==> config.mk <==
export PLATFORM = sky130hd
export DESIGN_NAME = delimited_field_escaper_top_flat
export DESIGN_NICKNAME = d
export VERILOG_FILES = /design/src/hw/rtl/dfe_pkg.sv /design/src/hw/rtl/dfe_ifs.sv /design/src/hw/rtl/dfe_cfg_regs.sv /design/src/hw/rtl/dfe_expand.sv /design/src/hw/rtl/dfe_serial.sv /design/src/hw/rtl/delimited_field_escaper_top.sv /design/src/flat_wrapper.sv
export SDC_FILE = /design/constraint.sdc
export NUM_CORES = 1
export LEC_CHECK = 0
export BUFFER_PORTS_ARGS = -buffer_cell sky130_fd_sc_hd__buf_2
export CORE_UTILIZATION = 40
export DETAILED_ROUTE_END_ITERATION = 8
export GPL_ROUTABILITY_DRIVEN = 0
export GPL_TIMING_DRIVEN = 0
export PLACE_DENSITY_LB_ADDON = 0.05
export SYNTH_ARGS = -nofsm -noshare
export SYNTH_HDL_FRONTEND = slang
export SYNTH_SLANG_ARGS = --single-unit
export TNS_END_PERCENT = 50
==> constraint.sdc <==
create_clock -name clk -period 6.8 [get_ports clk]
set_input_delay 1.02 -clock clk [delete_from_list [all_inputs] [get_ports clk]]
set_output_delay 1.02 -clock clk [all_outputs]
set_load 0.01 [all_outputs]
==> src/hw/rtl/dfe_pkg.sv <==
// package for the delimited field escaper
// item, configuration and register index types plus character constants
// no dependencies
package dfe_pkg;

  localparam int unsigned SEP_HW_MAX = 4;
  localparam int unsigned CFG_IDX_W  = 3;
  localparam int unsigned CFG_DATA_W = 32;

  localparam logic [7:0] CH_ZERO   = 8'h30;
  localparam logic [7:0] CH_N      = 8'h4E;
  localparam logic [7:0] CH_TAB    = 8'h09;
  localparam logic [7:0] CH_NL     = 8'h0A;
  localparam logic [7:0] CH_NUL    = 8'h00;
  localparam logic [7:0] CH_BSLASH = 8'h5C;

  typedef enum logic [CFG_IDX_W-1:0] {
    REG_ESCAPE_CHAR     = 3'd0,
    REG_QUOTE_CHAR      = 3'd1,
    REG_FIELD_SEP_BYTES = 3'd2,
    REG_FIELD_SEP_LEN   = 3'd3,
    REG_LINE_SEP_BYTES  = 3'd4,
    REG_LINE_SEP_LEN    = 3'd5
  } cfg_idx_t;

  typedef struct packed {
    logic [7:0]  escape_char;
    logic [7:0]  quote_char;
    logic [31:0] field_sep_bytes;
    logic [2:0]  field_sep_len;
    logic [31:0] line_sep_bytes;
    logic [2:0]  line_sep_len;
  } cfg_t;

  typedef struct packed {
    logic [7:0] data_byte;
    logic       has_byte;
    logic       field_start;
    logic       field_end;
    logic       is_null;
    logic       enclose_field;
    logic       row_end;
  } item_t;

endpackage

==> src/hw/rtl/dfe_ifs.sv <==
// valid/ready channel interfaces for the delimited field escaper
// input item channel and output byte channel; no dependencies
interface dfe_in_if;
  logic       valid;
  logic       ready;
  logic [7:0] data_byte;
  logic       has_byte;
  logic       field_start;
  logic       field_end;
  logic       is_null;
  logic       enclose_field;
  logic       row_end;

  modport source (output valid, data_byte, has_byte, field_start, field_end, is_null,
                  enclose_field, row_end, input ready);
  modport sink (input valid, data_byte, has_byte, field_start, field_end, is_null,
                enclose_field, row_end, output ready);
endinterface

interface dfe_out_if;
  logic       valid;
  logic       ready;
  logic [7:0] out_byte;
  logic       last_of_run;

  modport source (output valid, out_byte, last_of_run, input ready);
  modport sink (input valid, out_byte, last_of_run, output ready);
endinterface

==> src/hw/rtl/dfe_cfg_regs.sv <==
// configuration register file of the delimited field escaper
// depends on dfe_pkg
module dfe_cfg_regs
  import dfe_pkg::*;
(
  input  logic                  clk,
  input  logic                  rst_n,
  input  logic                  cfg_we,
  input  logic [CFG_IDX_W-1:0]  cfg_index,
  input  logic [CFG_DATA_W-1:0] cfg_data,
  output cfg_t                  cfg
);

  cfg_t cfg_r;

  always_ff @(posedge clk) begin
    if (!rst_n) begin
      cfg_r.escape_char     <= CH_BSLASH;
      cfg_r.quote_char      <= CH_NUL;
      cfg_r.field_sep_bytes <= 32'(CH_TAB);
      cfg_r.field_sep_len   <= 3'd1;
      cfg_r.line_sep_bytes  <= 32'(CH_NL);
      cfg_r.line_sep_len    <= 3'd1;
    end else if (cfg_we) begin
      case (cfg_index)
        REG_ESCAPE_CHAR:     cfg_r.escape_char     <= cfg_data[7:0];
        REG_QUOTE_CHAR:      cfg_r.quote_char      <= cfg_data[7:0];
        REG_FIELD_SEP_BYTES: cfg_r.field_sep_bytes <= cfg_data[31:0];
        REG_FIELD_SEP_LEN:   cfg_r.field_sep_len   <= cfg_data[2:0];
        REG_LINE_SEP_BYTES:  cfg_r.line_sep_bytes  <= cfg_data[31:0];
        REG_LINE_SEP_LEN:    cfg_r.line_sep_len    <= cfg_data[2:0];
        default: ;
      endcase
    end
  end

  assign cfg = cfg_r;

endmodule

==> src/hw/rtl/dfe_expand.sv <==
// input register and run builder: turns one registered item into its
// escaped byte run; depends on dfe_pkg and dfe_ifs
module dfe_expand
  import dfe_pkg::*;
#(
  parameter int unsigned SEP_BYTES_MAX = 4,
  parameter int unsigned RUN_MAX       = 8,
  parameter int unsigned CNT_W         = 4
) (
  input  logic                        clk,
  input  logic                        rst_n,
  input  cfg_t                        cfg,
  dfe_in_if.sink                      in_ch,
  input  logic                        slot_free,
  output logic                        load,
  output logic [RUN_MAX-1:0][7:0]     run_bytes,
  output logic [CNT_W-1:0]            run_cnt
);

  localparam int unsigned LIM = (SEP_BYTES_MAX < SEP_HW_MAX) ? SEP_BYTES_MAX : SEP_HW_MAX;
  localparam logic [2:0]  LIM_L = 3'(LIM);

  logic       in_valid_r;
  item_t      item_r;
  logic       take;
  logic       enc_on;
  logic       special;
  logic [3:0][7:0] head;
  logic [2:0] head_n;
  logic [2:0] sep_len;
  logic [2:0] sep_n;
  logic [3:0][7:0] sep_word;
  logic [2:0] k;

  always_comb begin
    enc_on  = item_r.enclose_field && (cfg.quote_char != CH_NUL);
    special = (item_r.data_byte == CH_TAB) || (item_r.data_byte == CH_NL) ||
              (item_r.data_byte == cfg.escape_char) ||
              ((cfg.quote_char != CH_NUL) && (item_r.data_byte == cfg.quote_char));
    head   = '0;
    head_n = '0;
    if (item_r.is_null) begin
      head[0] = cfg.escape_char;
      head[1] = CH_N;
      head_n  = 3'd2;
    end else begin
      if (item_r.field_start && enc_on) begin
        head[head_n[1:0]] = cfg.quote_char;
        head_n = head_n + 3'd1;
      end
      if (item_r.has_byte) begin
        if (item_r.data_byte == CH_NUL) begin
          head[head_n[1:0]] = cfg.escape_char;
          head_n = head_n + 3'd1;
          head[head_n[1:0]] = CH_ZERO;
          head_n = head_n + 3'd1;
        end else if (special) begin
          head[head_n[1:0]] = cfg.escape_char;
          head_n = head_n + 3'd1;
          head[head_n[1:0]] = item_r.data_byte;
          head_n = head_n + 3'd1;
        end else begin
          head[head_n[1:0]] = item_r.data_byte;
          head_n = head_n + 3'd1;
        end
      end
      if (item_r.field_end && enc_on) begin
        head[head_n[1:0]] = cfg.quote_char;
        head_n = head_n + 3'd1;
      end
    end
  end

  always_comb begin
    sep_word = item_r.row_end ? cfg.line_sep_bytes : cfg.field_sep_bytes;
    sep_len  = item_r.row_end ? cfg.line_sep_len : cfg.field_sep_len;
    if (sep_len > LIM_L) sep_len = LIM_L;
    sep_n   = item_r.field_end ? sep_len : 3'd0;
    run_cnt = CNT_W'(head_n) + CNT_W'(sep_n);
    k       = '0;
    for (int j = 0; j < RUN_MAX; j++) begin
      if (3'(j) < head_n) begin
        run_bytes[j] = head[2'(j)];
      end else begin
        k = 3'(j) - head_n;
        run_bytes[j] = sep_word[k[1:0]];
      end
    end
  end

  // items with an empty run pass without using the run slot
  assign take        = in_valid_r && ((run_cnt == '0) || slot_free);
  assign load        = in_valid_r && (run_cnt != '0) && slot_free;
  assign in_ch.ready = !in_valid_r || take;

  always_ff @(posedge clk) begin
    if (!rst_n) begin
      in_valid_r <= 1'b0;
    end else if (in_ch.ready) begin
      in_valid_r <= in_ch.valid;
    end
  end

  always_ff @(posedge clk) begin
    if (in_ch.ready && in_ch.valid) begin
      item_r.data_byte     <= in_ch.data_byte;
      item_r.has_byte      <= in_ch.has_byte;
      item_r.field_start   <= in_ch.field_start;
      item_r.field_end     <= in_ch.field_end;
      item_r.is_null       <= in_ch.is_null;
      item_r.enclose_field <= in_ch.enclose_field;
      item_r.row_end       <= in_ch.row_end;
    end
  end

endmodule

==> src/hw/rtl/dfe_serial.sv <==
// run slot and output register: drains one byte of the run per cycle unless out_ch stalls
// depends on dfe_ifs
module dfe_serial #(
  parameter int unsigned RUN_MAX = 8,
  parameter int unsigned CNT_W   = 4,
  parameter int unsigned IDX_W   = 3
) (
  input  logic                    clk,
  input  logic                    rst_n,
  input  logic                    load,
  input  logic [RUN_MAX-1:0][7:0] run_bytes,
  input  logic [CNT_W-1:0]        run_cnt,
  output logic                    slot_free,
  dfe_out_if.source               out_ch
);

  logic                    run_valid_r;
  logic [RUN_MAX-1:0][7:0] run_bytes_r;
  logic [CNT_W-1:0]        run_cnt_r;
  logic [IDX_W-1:0]        idx_r;
  logic                    out_valid_r;
  logic [7:0]              out_byte_r;
  logic                    out_last_r;
  logic                    out_can;
  logic                    step;
  logic                    at_last;
  logic                    run_done;

  assign out_can   = !out_valid_r || out_ch.ready;
  assign step      = run_valid_r && out_can;
  assign at_last   = (CNT_W'(idx_r) + CNT_W'(1)) == run_cnt_r;
  assign run_done  = step && at_last;
  assign slot_free = !run_valid_r || run_done;

  always_ff @(posedge clk) begin
    if (!rst_n) begin
      run_valid_r <= 1'b0;
      out_valid_r <= 1'b0;
    end else begin
      if (load) run_valid_r <= 1'b1;
      else if (run_done) run_valid_r <= 1'b0;
      if (step) out_valid_r <= 1'b1;
      else if (out_ch.ready) out_valid_r <= 1'b0;
    end
  end

  always_ff @(posedge clk) begin
    if (load) begin
      run_bytes_r <= run_bytes;
      run_cnt_r   <= run_cnt;
      idx_r       <= '0;
    end else if (step) begin
      idx_r <= idx_r + IDX_W'(1);
    end
    if (step) begin
      out_byte_r <= run_bytes_r[idx_r];
      out_last_r <= at_last;
    end
  end

  assign out_ch.valid       = out_valid_r;
  assign out_ch.out_byte    = out_byte_r;
  assign out_ch.last_of_run = out_last_r;

  a_idx_in_run: assert property (@(posedge clk) disable iff (!rst_n)
    run_valid_r |-> (CNT_W'(idx_r) < run_cnt_r))
    else $error("run index past run length");

  a_run_nonempty: assert property (@(posedge clk) disable iff (!rst_n)
    run_valid_r |-> (run_cnt_r != '0))
    else $error("empty run held in slot");

  a_load_free: assert property (@(posedge clk) disable iff (!rst_n)
    load |-> (!run_valid_r || run_done))
    else $error("run loaded over a busy slot");

  a_done_last: assert property (@(posedge clk) disable iff (!rst_n)
    run_done |=> (out_valid_r && out_last_r))
    else $error("run end not marked on output");

endmodule

==> src/hw/rtl/delimited_field_escaper_top.sv <==
// top level of the delimited field escaper
// channel   dir  handshake      payload
// in_ch     in   valid/ready    data_byte, has_byte, field/row flags
// out_ch    out  valid/ready    out_byte, last_of_run
// cfg_*     in   write enable   cfg_index, cfg_data
// one output byte per cycle unless out_ch stalls; a run holds the run slot until its last byte is sent
// an item with no result bytes passes the input register without using the run slot
// a run reaches out_ch through the input register, the run slot and the output register
// reset clears all valid flags and loads the default configuration
// a stall on out_ch backs up through the run slot to in_ch.ready
// depends on dfe_pkg, dfe_ifs, dfe_cfg_regs, dfe_expand, dfe_serial
module delimited_field_escaper_top
  import dfe_pkg::*;
#(
  parameter int unsigned SEP_BYTES_MAX = 4
) (
  input  logic                  clk,
  input  logic                  rst_n,
  dfe_in_if.sink                in_ch,
  dfe_out_if.source             out_ch,
  input  logic                  cfg_we,
  input  logic [CFG_IDX_W-1:0]  cfg_index,
  input  logic [CFG_DATA_W-1:0] cfg_data
);

  localparam int unsigned LIM     = (SEP_BYTES_MAX < SEP_HW_MAX) ? SEP_BYTES_MAX : SEP_HW_MAX;
  localparam int unsigned RUN_MAX = 4 + LIM;
  localparam int unsigned CNT_W   = $clog2(RUN_MAX + 1);
  localparam int unsigned IDX_W   = $clog2(RUN_MAX);

  cfg_t                    cfg;
  logic                    slot_free;
  logic                    load;
  logic [RUN_MAX-1:0][7:0] run_bytes;
  logic [CNT_W-1:0]        run_cnt;

  dfe_cfg_regs u_cfg (
    .clk       (clk),
    .rst_n     (rst_n),
    .cfg_we    (cfg_we),
    .cfg_index (cfg_index),
    .cfg_data  (cfg_data),
    .cfg       (cfg)
  );

  dfe_expand #(
    .SEP_BYTES_MAX (SEP_BYTES_MAX),
    .RUN_MAX       (RUN_MAX),
    .CNT_W         (CNT_W)
  ) u_expand (
    .clk       (clk),
    .rst_n     (rst_n),
    .cfg       (cfg),
    .in_ch     (in_ch),
    .slot_free (slot_free),
    .load      (load),
    .run_bytes (run_bytes),
    .run_cnt   (run_cnt)
  );

  dfe_serial #(
    .RUN_MAX (RUN_MAX),
    .CNT_W   (CNT_W),
    .IDX_W   (IDX_W)
  ) u_serial (
    .clk       (clk),
    .rst_n     (rst_n),
    .load      (load),
    .run_bytes (run_bytes),
    .run_cnt   (run_cnt),
    .slot_free (slot_free),
    .out_ch    (out_ch)
  );

endmodule

==> src/flat_wrapper.sv <==
// flat-port wrapper written by rule: the top's interface ports become plain ports
module delimited_field_escaper_top_flat import dfe_pkg::*;
#(
  parameter int unsigned SEP_BYTES_MAX = 4
)
  (clk, rst_n, cfg_we, cfg_index, cfg_data, in_ch_valid, in_ch_data_byte, in_ch_has_byte, in_ch_field_start, in_ch_field_end, in_ch_is_null, in_ch_enclose_field, in_ch_row_end, in_ch_ready, out_ch_valid, out_ch_out_byte, out_ch_last_of_run, out_ch_ready);
  dfe_in_if in_ch_i ();
  dfe_out_if out_ch_i ();
  input  logic clk;
  input  logic rst_n;
  input  logic cfg_we;
  input  logic [CFG_IDX_W-1:0] cfg_index;
  input  logic [CFG_DATA_W-1:0] cfg_data;
  input wire logic [$bits(in_ch_i.valid)-1:0] in_ch_valid;
  input wire logic [$bits(in_ch_i.data_byte)-1:0] in_ch_data_byte;
  input wire logic [$bits(in_ch_i.has_byte)-1:0] in_ch_has_byte;
  input wire logic [$bits(in_ch_i.field_start)-1:0] in_ch_field_start;
  input wire logic [$bits(in_ch_i.field_end)-1:0] in_ch_field_end;
  input wire logic [$bits(in_ch_i.is_null)-1:0] in_ch_is_null;
  input wire logic [$bits(in_ch_i.enclose_field)-1:0] in_ch_enclose_field;
  input wire logic [$bits(in_ch_i.row_end)-1:0] in_ch_row_end;
  output wire logic [$bits(in_ch_i.ready)-1:0] in_ch_ready;
  output wire logic [$bits(out_ch_i.valid)-1:0] out_ch_valid;
  output wire logic [$bits(out_ch_i.out_byte)-1:0] out_ch_out_byte;
  output wire logic [$bits(out_ch_i.last_of_run)-1:0] out_ch_last_of_run;
  input wire logic [$bits(out_ch_i.ready)-1:0] out_ch_ready;
  assign in_ch_i.valid = in_ch_valid;
  assign in_ch_i.data_byte = in_ch_data_byte;
  assign in_ch_i.has_byte = in_ch_has_byte;
  assign in_ch_i.field_start = in_ch_field_start;
  assign in_ch_i.field_end = in_ch_field_end;
  assign in_ch_i.is_null = in_ch_is_null;
  assign in_ch_i.enclose_field = in_ch_enclose_field;
  assign in_ch_i.row_end = in_ch_row_end;
  assign in_ch_ready = in_ch_i.ready;
  assign out_ch_valid = out_ch_i.valid;
  assign out_ch_out_byte = out_ch_i.out_byte;
  assign out_ch_last_of_run = out_ch_i.last_of_run;
  assign out_ch_i.ready = out_ch_ready;
  delimited_field_escaper_top #(.SEP_BYTES_MAX(SEP_BYTES_MAX)) u_core (.clk(clk), .rst_n(rst_n), .in_ch(in_ch_i), .out_ch(out_ch_i), .cfg_we(cfg_we), .cfg_index(cfg_index), .cfg_data(cfg_data));
endmodule
# Yosys cells after proc, flatten, opt, wreduce, memory -nomap -nowiden
# Index checks and enable logic that the tools add are counted.
[op_classes]
n_addsub = 14
magnitude_cmp = 24
eq_ne = 10
mux = 60
bitwise = 3
reduce_logical = 36
[ops]
columns = ["operator", "n"]
rows = [
  ["2-to-1 mux 8 bit", 22],
  ["2-to-1 mux 32 bit", 5],
  ["binary-select mux 8 bit (select 2 bit)", 8],
  ["bitwise mux 32 bit", 4],
  ["demux 8 bit (select 2 bit)", 3],
  ["< comparator 2 x 3 -> 1 bit, second input constant", 11],
  ["2-to-1 mux 16 bit", 2],
  ["2-to-1 mux 3 bit", 10],
  ["bitwise AND 24 bit", 1],
  ["binary-select mux 8 bit (select 3 bit)", 1],
  ["inverter 24 bit", 1],
  ["== test 8 x 4 -> 1 bit, second input constant", 2],
  ["== test 8 bit", 2],
  ["logical AND 1 bit", 13],
  ["adder 3 x 1 -> 3 bit, second input constant", 4],
  ["< comparator 3 bit, first input constant", 4],
  ["AND reduction 2 bit", 6],
  ["logical NOT 8 bit", 1],
  ["OR 8 bit", 1],
  ["nonzero test 8 bit", 1],
  ["subtractor 1 x 2 -> 2 bit, first input constant", 4],
  ["subtractor 2 bit, first input constant", 4],
  ["logical OR 1 bit", 7],
  ["== test 3 x 2 -> 1 bit, second input constant", 2],
  ["other kinds (16)", 28],
]
[word_totals]
ff_bits = 183
input_bits = 54
output_inout_bits = 11
wordCells = 175

# Depth between registers and ports, before layout
[depth]
ltp_word = 20
ltp_mapped = 20
mapped_depth_nobuf = 16

# Hierarchy
# Synthesis repeated with hierarchy kept, for this count alone.
[hier_totals]
cells_unflattened = 836
hier_area_um2 = 9751.9
[by_module_without_submodules]
columns = ["module", "instances", "cells_per_inst", "area_each_um2", "seq_area_each_um2"]
rows = [
  ["dfe_cfg_regs", 1, 326, 3333.2, 1721.7],
  ["dfe_expand", 1, 372, 3289.4, 440.4],
  ["dfe_serial", 1, 138, 3129.3, 2412.3],
]

# Worst setup path before layout
# Ideal clock, no wire load.
[synth_path]
kind = "register to register"
startpoint = "reg u_core.u_cfg.cfg_r, in the netlist u_core.u_cfg.cfg[74]"
endpoint = "reg u_core.u_serial.run_bytes_r[0] (netlist name), enable pin"
setup_time_ns = 0.473
t_arrival_ns = 6.333
t_required_ns = 6.327
slack_ns = -0.006
path_stages_with_launch = 17
path_buffers = 3
synth_period_minus_slack_ns = 6.806
path_cell_list = "dfxtp_1 or4_1 or2_1 and3_1 clkbuf_1 nor2_1 ha_1 mux2i_4 ha_1 o211a_1 clkbuf_1 inv_1 clkbuf_1 fa_1 xor2_1 o41ai_1 nor2b_1"
[synth_via]
elab_chain_len = 18
elab_cells_between_ends = 22
classes_between = "4 x add/sub; 1 x eq/ne; 8 x mux; 9 x reduce/logical"
[synth_lines]
columns = ["item", "line_no", "rtl"]
rows = [
  ["start, declared", "dfe_cfg_regs.sv:14", "cfg_t cfg_r;"],
  ["nonzero test 8 bit", "dfe_expand.sv:36, dfe_expand.sv:39", ""],
  ["logical AND 1 bit", "dfe_expand.sv:36", "enc_on = item_r.enclose_field && (cfg.quote_char != CH_NUL);"],
  ["logical AND 1 bit", "dfe_expand.sv:47", "if (item_r.field_start && enc_on) begin"],
  ["2-to-1 mux 1 bit", "dfe_expand.sv:47", ""],
  ["2-to-1 mux 3 bit", "dfe_expand.sv:42", "if (item_r.is_null) begin"],
  ["adder 3 x 1 -> 3 bit", "dfe_expand.sv:54, dfe_expand.sv:59, dfe_expand.sv:64", ""],
  ["adder 3 x 1 -> 3 bit", "dfe_expand.sv:56, dfe_expand.sv:61", ""],
  ["2-to-1 mux 3 bit", "dfe_expand.sv:57", "end else if (special) begin"],
  ["[3 not listed]", "--", ""],
  ["adder 3 x 1 -> 3 bit", "dfe_expand.sv:69", "head_n = head_n + 3'd1;"],
  ["2-to-1 mux 3 bit *", "dfe_expand.sv:67", "if (item_r.field_end && enc_on) begin"],
  ["2-to-1 mux 3 bit *", "dfe_expand.sv:42", ""],
  ["adder 3 x 3 -> 4 bit *", "dfe_expand.sv:79", "run_cnt = CNT_W'(head_n) + CNT_W'(sep_n);"],
  ["net u_core.run_cnt[2]", "delimited_field_escaper_top.sv:35", "logic [CNT_W-1:0] run_cnt;"],
  ["nonzero test 4 bit *", "dfe_expand.sv:93", "assign load = in_valid_r && (run_cnt != '0) && slot_free;"],
  ["logical AND 1 bit * (2 in a row)", "dfe_expand.sv:93", ""],
  ["net u_core.load", "delimited_field_escaper_top.sv:33", "logic load;"],
  ["end signal, assigned", "dfe_serial.sv:49", "run_bytes_r <= run_bytes;"],
  ["end, declared", "dfe_serial.sv:18", "logic [RUN_MAX-1:0][7:0] run_bytes_r;"],
]
# The timed path passes the listed nets; every way through them passes the cells marked *. The select of a mux whose other input is x is not followed.
# A chain may end at the register's enable or synchronous reset.

# Final worst setup path
[layout_path]
startpoint = "reg u_core.u_cfg.cfg_r, in the netlist u_core.u_cfg.cfg[74]"
endpoint = "out in_ch_ready"
[layout_via]
elab_chain_len = 19
elab_cells_between_ends = 23
classes_between = "4 x add/sub; 1 x eq/ne; 8 x mux; 10 x reduce/logical"
[layout_lines]
columns = ["item", "line_no", "rtl"]
rows = [
  ["nonzero test 8 bit", "dfe_expand.sv:36, dfe_expand.sv:39", ""],
  ["logical AND 1 bit", "dfe_expand.sv:36", ""],
  ["logical AND 1 bit", "dfe_expand.sv:47", ""],
  ["2-to-1 mux 1 bit", "dfe_expand.sv:47", ""],
  ["2-to-1 mux 3 bit", "dfe_expand.sv:42", ""],
  ["adder 3 x 1 -> 3 bit", "dfe_expand.sv:54, dfe_expand.sv:59, dfe_expand.sv:64", ""],
  ["adder 3 x 1 -> 3 bit", "dfe_expand.sv:56, dfe_expand.sv:61", ""],
  ["2-to-1 mux 3 bit", "dfe_expand.sv:57", ""],
  ["[4 not listed]", "--", ""],
  ["2-to-1 mux 3 bit *", "dfe_expand.sv:67", ""],
  ["2-to-1 mux 3 bit *", "dfe_expand.sv:42", ""],
  ["adder 3 x 3 -> 4 bit *", "dfe_expand.sv:79", ""],
  ["net u_core.run_cnt[1]", "delimited_field_escaper_top.sv:35", ""],
  ["logical NOT 4 bit *", "dfe_expand.sv:92", "assign take = in_valid_r && ((run_cnt == '0) || slot_free);"],
  ["logical OR 1 bit *", "dfe_expand.sv:92", ""],
  ["logical AND 1 bit *", "dfe_expand.sv:92", ""],
  ["logical OR 1 bit *", "dfe_expand.sv:94", "assign in_ch.ready = !in_valid_r || take;"],
  ["end, declared", "flat_wrapper.sv:22", "output wire logic [$bits(in_ch_i.ready)-1:0] in_ch_ready;"],
]
# Marked as above.

==> metrics.md <==
| Metric | Value |
|---|---|
| Status | complete, no violations |
| Die Y | 150 microns |
| Synth-to-layout area growth | 14.4% |
| FF-to-FF setup slack | 970 ps |
| Worst reg2reg endpoint | u_core.u_expand.item_r[0] |
| Period minus WS final | roughly 6500 ps |
| Nets | 1022 |
| Clk_lat worst skew | 440 ps |
| DR DRC count | 0 |
| Starting density of the core | 41.2% |
| WS Path Type | flop to output pin |
| CTS tree | yes |
| Pwr dens | 256 nW/um^2 |
| Crit path capture type | output pin |
| CTS HTree Levels | 4 |
| Yosys warning count | 0 |
| Clk slew on worst S/H paths | 70 ps |
| Worst reg2reg path depth | 16 |
| Worst Setup Start Kind | flop |
| Register area share after synthesis | 46.8% |
| Upper clock frequency limit | 153 MHz |
| Vias per cell | 5.43 |
| Ant. Diodes | 0 |
| Grt total ovfl | 0 |
| Total wire length | 24900 microns |
| Syn Std Cell Area | between 8000 and 9000 sq um |
| Cell Count, Final, Fillers Out | 1248 |
| Worst r2r src | u_core.u_cfg.cfg[74] |
| Post-synthesis cell type count | between 50 and 60 |
| IO Pins | 65 |
| Max clock buf depth | 2 |
| Number of max-cap violations | 0 |
| Post-CTS Hold Fix Bufs | 0 |
| Leak | 3.65 nW |
| Yosys reg bits | 167 |
| Rows | 53 |
| Period Utilization, post-route | 95.9% |
| 1st-iter DRT viols | 543 |
| Worst hold slack | 473 ps |
| Arrival time worst endpoint | 5500 ps |
| Final Max Slew Viols | 0 |
| Area of the core | 21200 sq um |
| Fillers | slightly above 2000 |
| Synth Flop Type | dfxtp_1 |
| WP data required | 5780 ps |
| CTS buffer count | 17 |
| Drt first pass iters | 5 |
| Max_slew headroom | 34.5% |
| Vias in the first global route | 6486 |
| Tightest Pin Transition | 983 ps |
| First-pass GRT wire length | 38600 microns |
| Via count | 6779 |
| CTS Sinks | 167 |
| Largest net degree at the start of global routing | 37 |
| Cells after DPL | roughly 1200 |
| Fin area | approximately 10000 sq um |
| Total track usage | 23.5% |
| Worst-case vdd ir drop | 166 uV |
| Synthesized Nets | 939 |
| # port buffers | 63 |
| # setup viols final | 0 |
| Post-detail-place hpwl | about 19000 microns |
| Placed standard-cell area | 9430 sq um |
| Post-route ant nets | 0 |
| Storage cell area | 4090 sq um |
| Die width | 150 microns |
| Worst hold-check path type | flop to flop |
| Number of antenna violations at the first check in global routing | 0 |
| Final hold viol count | 0 |
| Layout Skew | roughly 11 ps |
| Post-synthesis async set-or-reset flop share | 0% |
| Avg Cell Area, Syn | 9.97 sq um |
| Root Driver | clkbuf_16 |
| DIE AREA | 22400 sq um |
| Critical Path Fanout Max | 10 |
| RSZ-0062 raised after global routing | false |
| Area of the multi-input gates | 4340 sq um |
| Crit path to | in_ch_ready |
| Worst Setup SP | u_core.u_cfg.cfg[74] |
| EDFF count, synth | between 70 and 80 |
| Share of cells above drive strength 1 | 15.9% |
| Post-Synthesis Cells | 877 |
| DR WL/cell | roughly 20 microns |
-- cell usage after synthesis (14+ instances only) --
cell type,n,area (sq um)
a21boi_0,75,563
a21oi_1,20,100
clkbuf_1,51,191
dfxtp_1,92,1840
edfxtp_1,75,2250
inv_1,16,60.1
mux2i_1,31,310
mux4_2,37,833
nand2_1,248,931
nor2_1,37,139
o21ai_0,15,75.1
xor2_1,14,123
-- per-layer routing --
layer,vias up,GRT usage [%],routed length [microns]
li1,3306,-,-
met1,3274,33.3,11900
met2,173,37.2,11500
met3,26,3.02,930
met4,0,7.78,504
met5,-,0,0
-- cell families (layout without fill, tap and decap cells) --
kind of cell               after synthesis  count (layout)  synth area share, %
and+or+nand+nor                        366             366                 17.9
DFF                                    167             167                 46.8
AOI/OAI and AO/OA                      160             160                 13.0
buffers and inverters                   77             173                 3.75
muxes                                   73              73                 14.5
xor gates and xnor gates                26              26                 2.78
adders and majority gates                8               8                 1.23
-- through the flow --
step                      power [W]  util [%]  setup TNS [ps]  setup slack (ps)
after floorplan             0.00150         -               0              1030
after global placement      0.00165      44.3          -23190              -436
after detailed placement    0.00166      44.4           -17.4             -17.4
after CTS                   0.00258      47.1               0              80.4
after global routing        0.00267      47.1               0              30.8
final                       0.00256      47.1               0               281
-- placed cells by master, fill, tap and decap left out, types with 4 or more instances in the layout --
cell       Yosys  layout
a21boi_0      75      75
a21oi_1       20      20
a222oi_1       5       5
a31oi_1        7       7
and2_1         5       5
and3_1         4       4
buf_2          3      66
clkbuf_1      51      50
clkbuf_16      0      17
clkinv_4       1       6
dfxtp_1       92      92
edfxtp_1      75      75
ha_1           7       7
inv_1         16      15
mux2i_1       31      31
mux4_2        37      37
nand2_1      248     248
nand2b_1       4       4
nand3_1       12      12
nand4_1       12      12
nor2_1        37      36
nor2b_1       11      10
nor3_1        11      11
nor3b_1        4       4
nor4_1         9       9
o211ai_1       6       6
o21ai_0       15      15
o31ai_1       11      11
or4_1          4       4
xnor2_1       10      10
xor2_1        14      14
-- worst min path at each step --
stage / endpoint / cells past startpoint / start / slack, ps
after CTS: u_core.u_cfg.cfg[35] / 2 / u_core.u_cfg.cfg[35] / 480
after detailed placement: u_core.u_cfg.cfg[35] / 2 / u_core.u_cfg.cfg[35] / 460
after floorplan: u_core.u_cfg.cfg[35] / 2 / u_core.u_cfg.cfg[35] / 440
after global routing: u_core.u_cfg.cfg[32] / 2 / u_core.u_cfg.cfg[32] / 500
final: u_core.u_cfg.cfg[35] / 2 / u_core.u_cfg.cfg[35] / 470
after global placement: u_core.u_cfg.cfg[35] / 2 / u_core.u_cfg.cfg[35] / 450
-- layout make-up --
| cell class | count | area share, % |
|---|---|---|
| timing repair buffer | 65 | 3.43 |
| buffer | 58 | 2.49 |
| clock inverter | 14 | 1.16 |
| inverter | 18 | 0.788 |
| tap | 275 | 3.44 |
| multi-input combinational | 633 | 43.4 |
| sequential | 167 | 40.9 |
| clock buffer | 18 | 4.39 |
-- report_power, final --
group	internal [W]	switching (W)
combinational	0.000190	0.000279
sequential	0.00113	0.0000286
clock	0.000487	0.000441
total	0.00181	0.000748
-- flip-flops by register name, indices dropped and copies added (netlist names), 3 cells and up --
| name | cells |
|---|---|
| u_core.u_serial.idx_r | 3 |
| u_core.u_expand.item_r | 14 |
| u_core.u_cfg.cfg | 86 |
| u_core.u_serial.run_bytes_r | 48 |
| u_core.u_serial.out_ch.out_byte | 8 |
| u_core.u_serial.run_cnt_r | 4 |
-- worst max-delay path: stages (launching register included) --
cell and delay (ps):
dfxtp_1 390, or4_1 590, or2_1 280, and3_1 150
clkbuf_1 160, nor2_2 350, ha_1 330, mux2i_4 220
mux2i_4 560, inv_4 70, buf_6 190, buf_12 170
ha_1 220, fa_1 480, o41ai_2 530, or2_2 220
buf_2 130
-- repair_timing --
item                                    in CTS  in global routing
hold endpoints to repair                     0                  0
resized for setup                            3                  0
pin swaps                                    0                  0
buffers inserted                             0                  1
endpoints found under the setup margin       1                  1
Power figures use the tool's default switching activity.
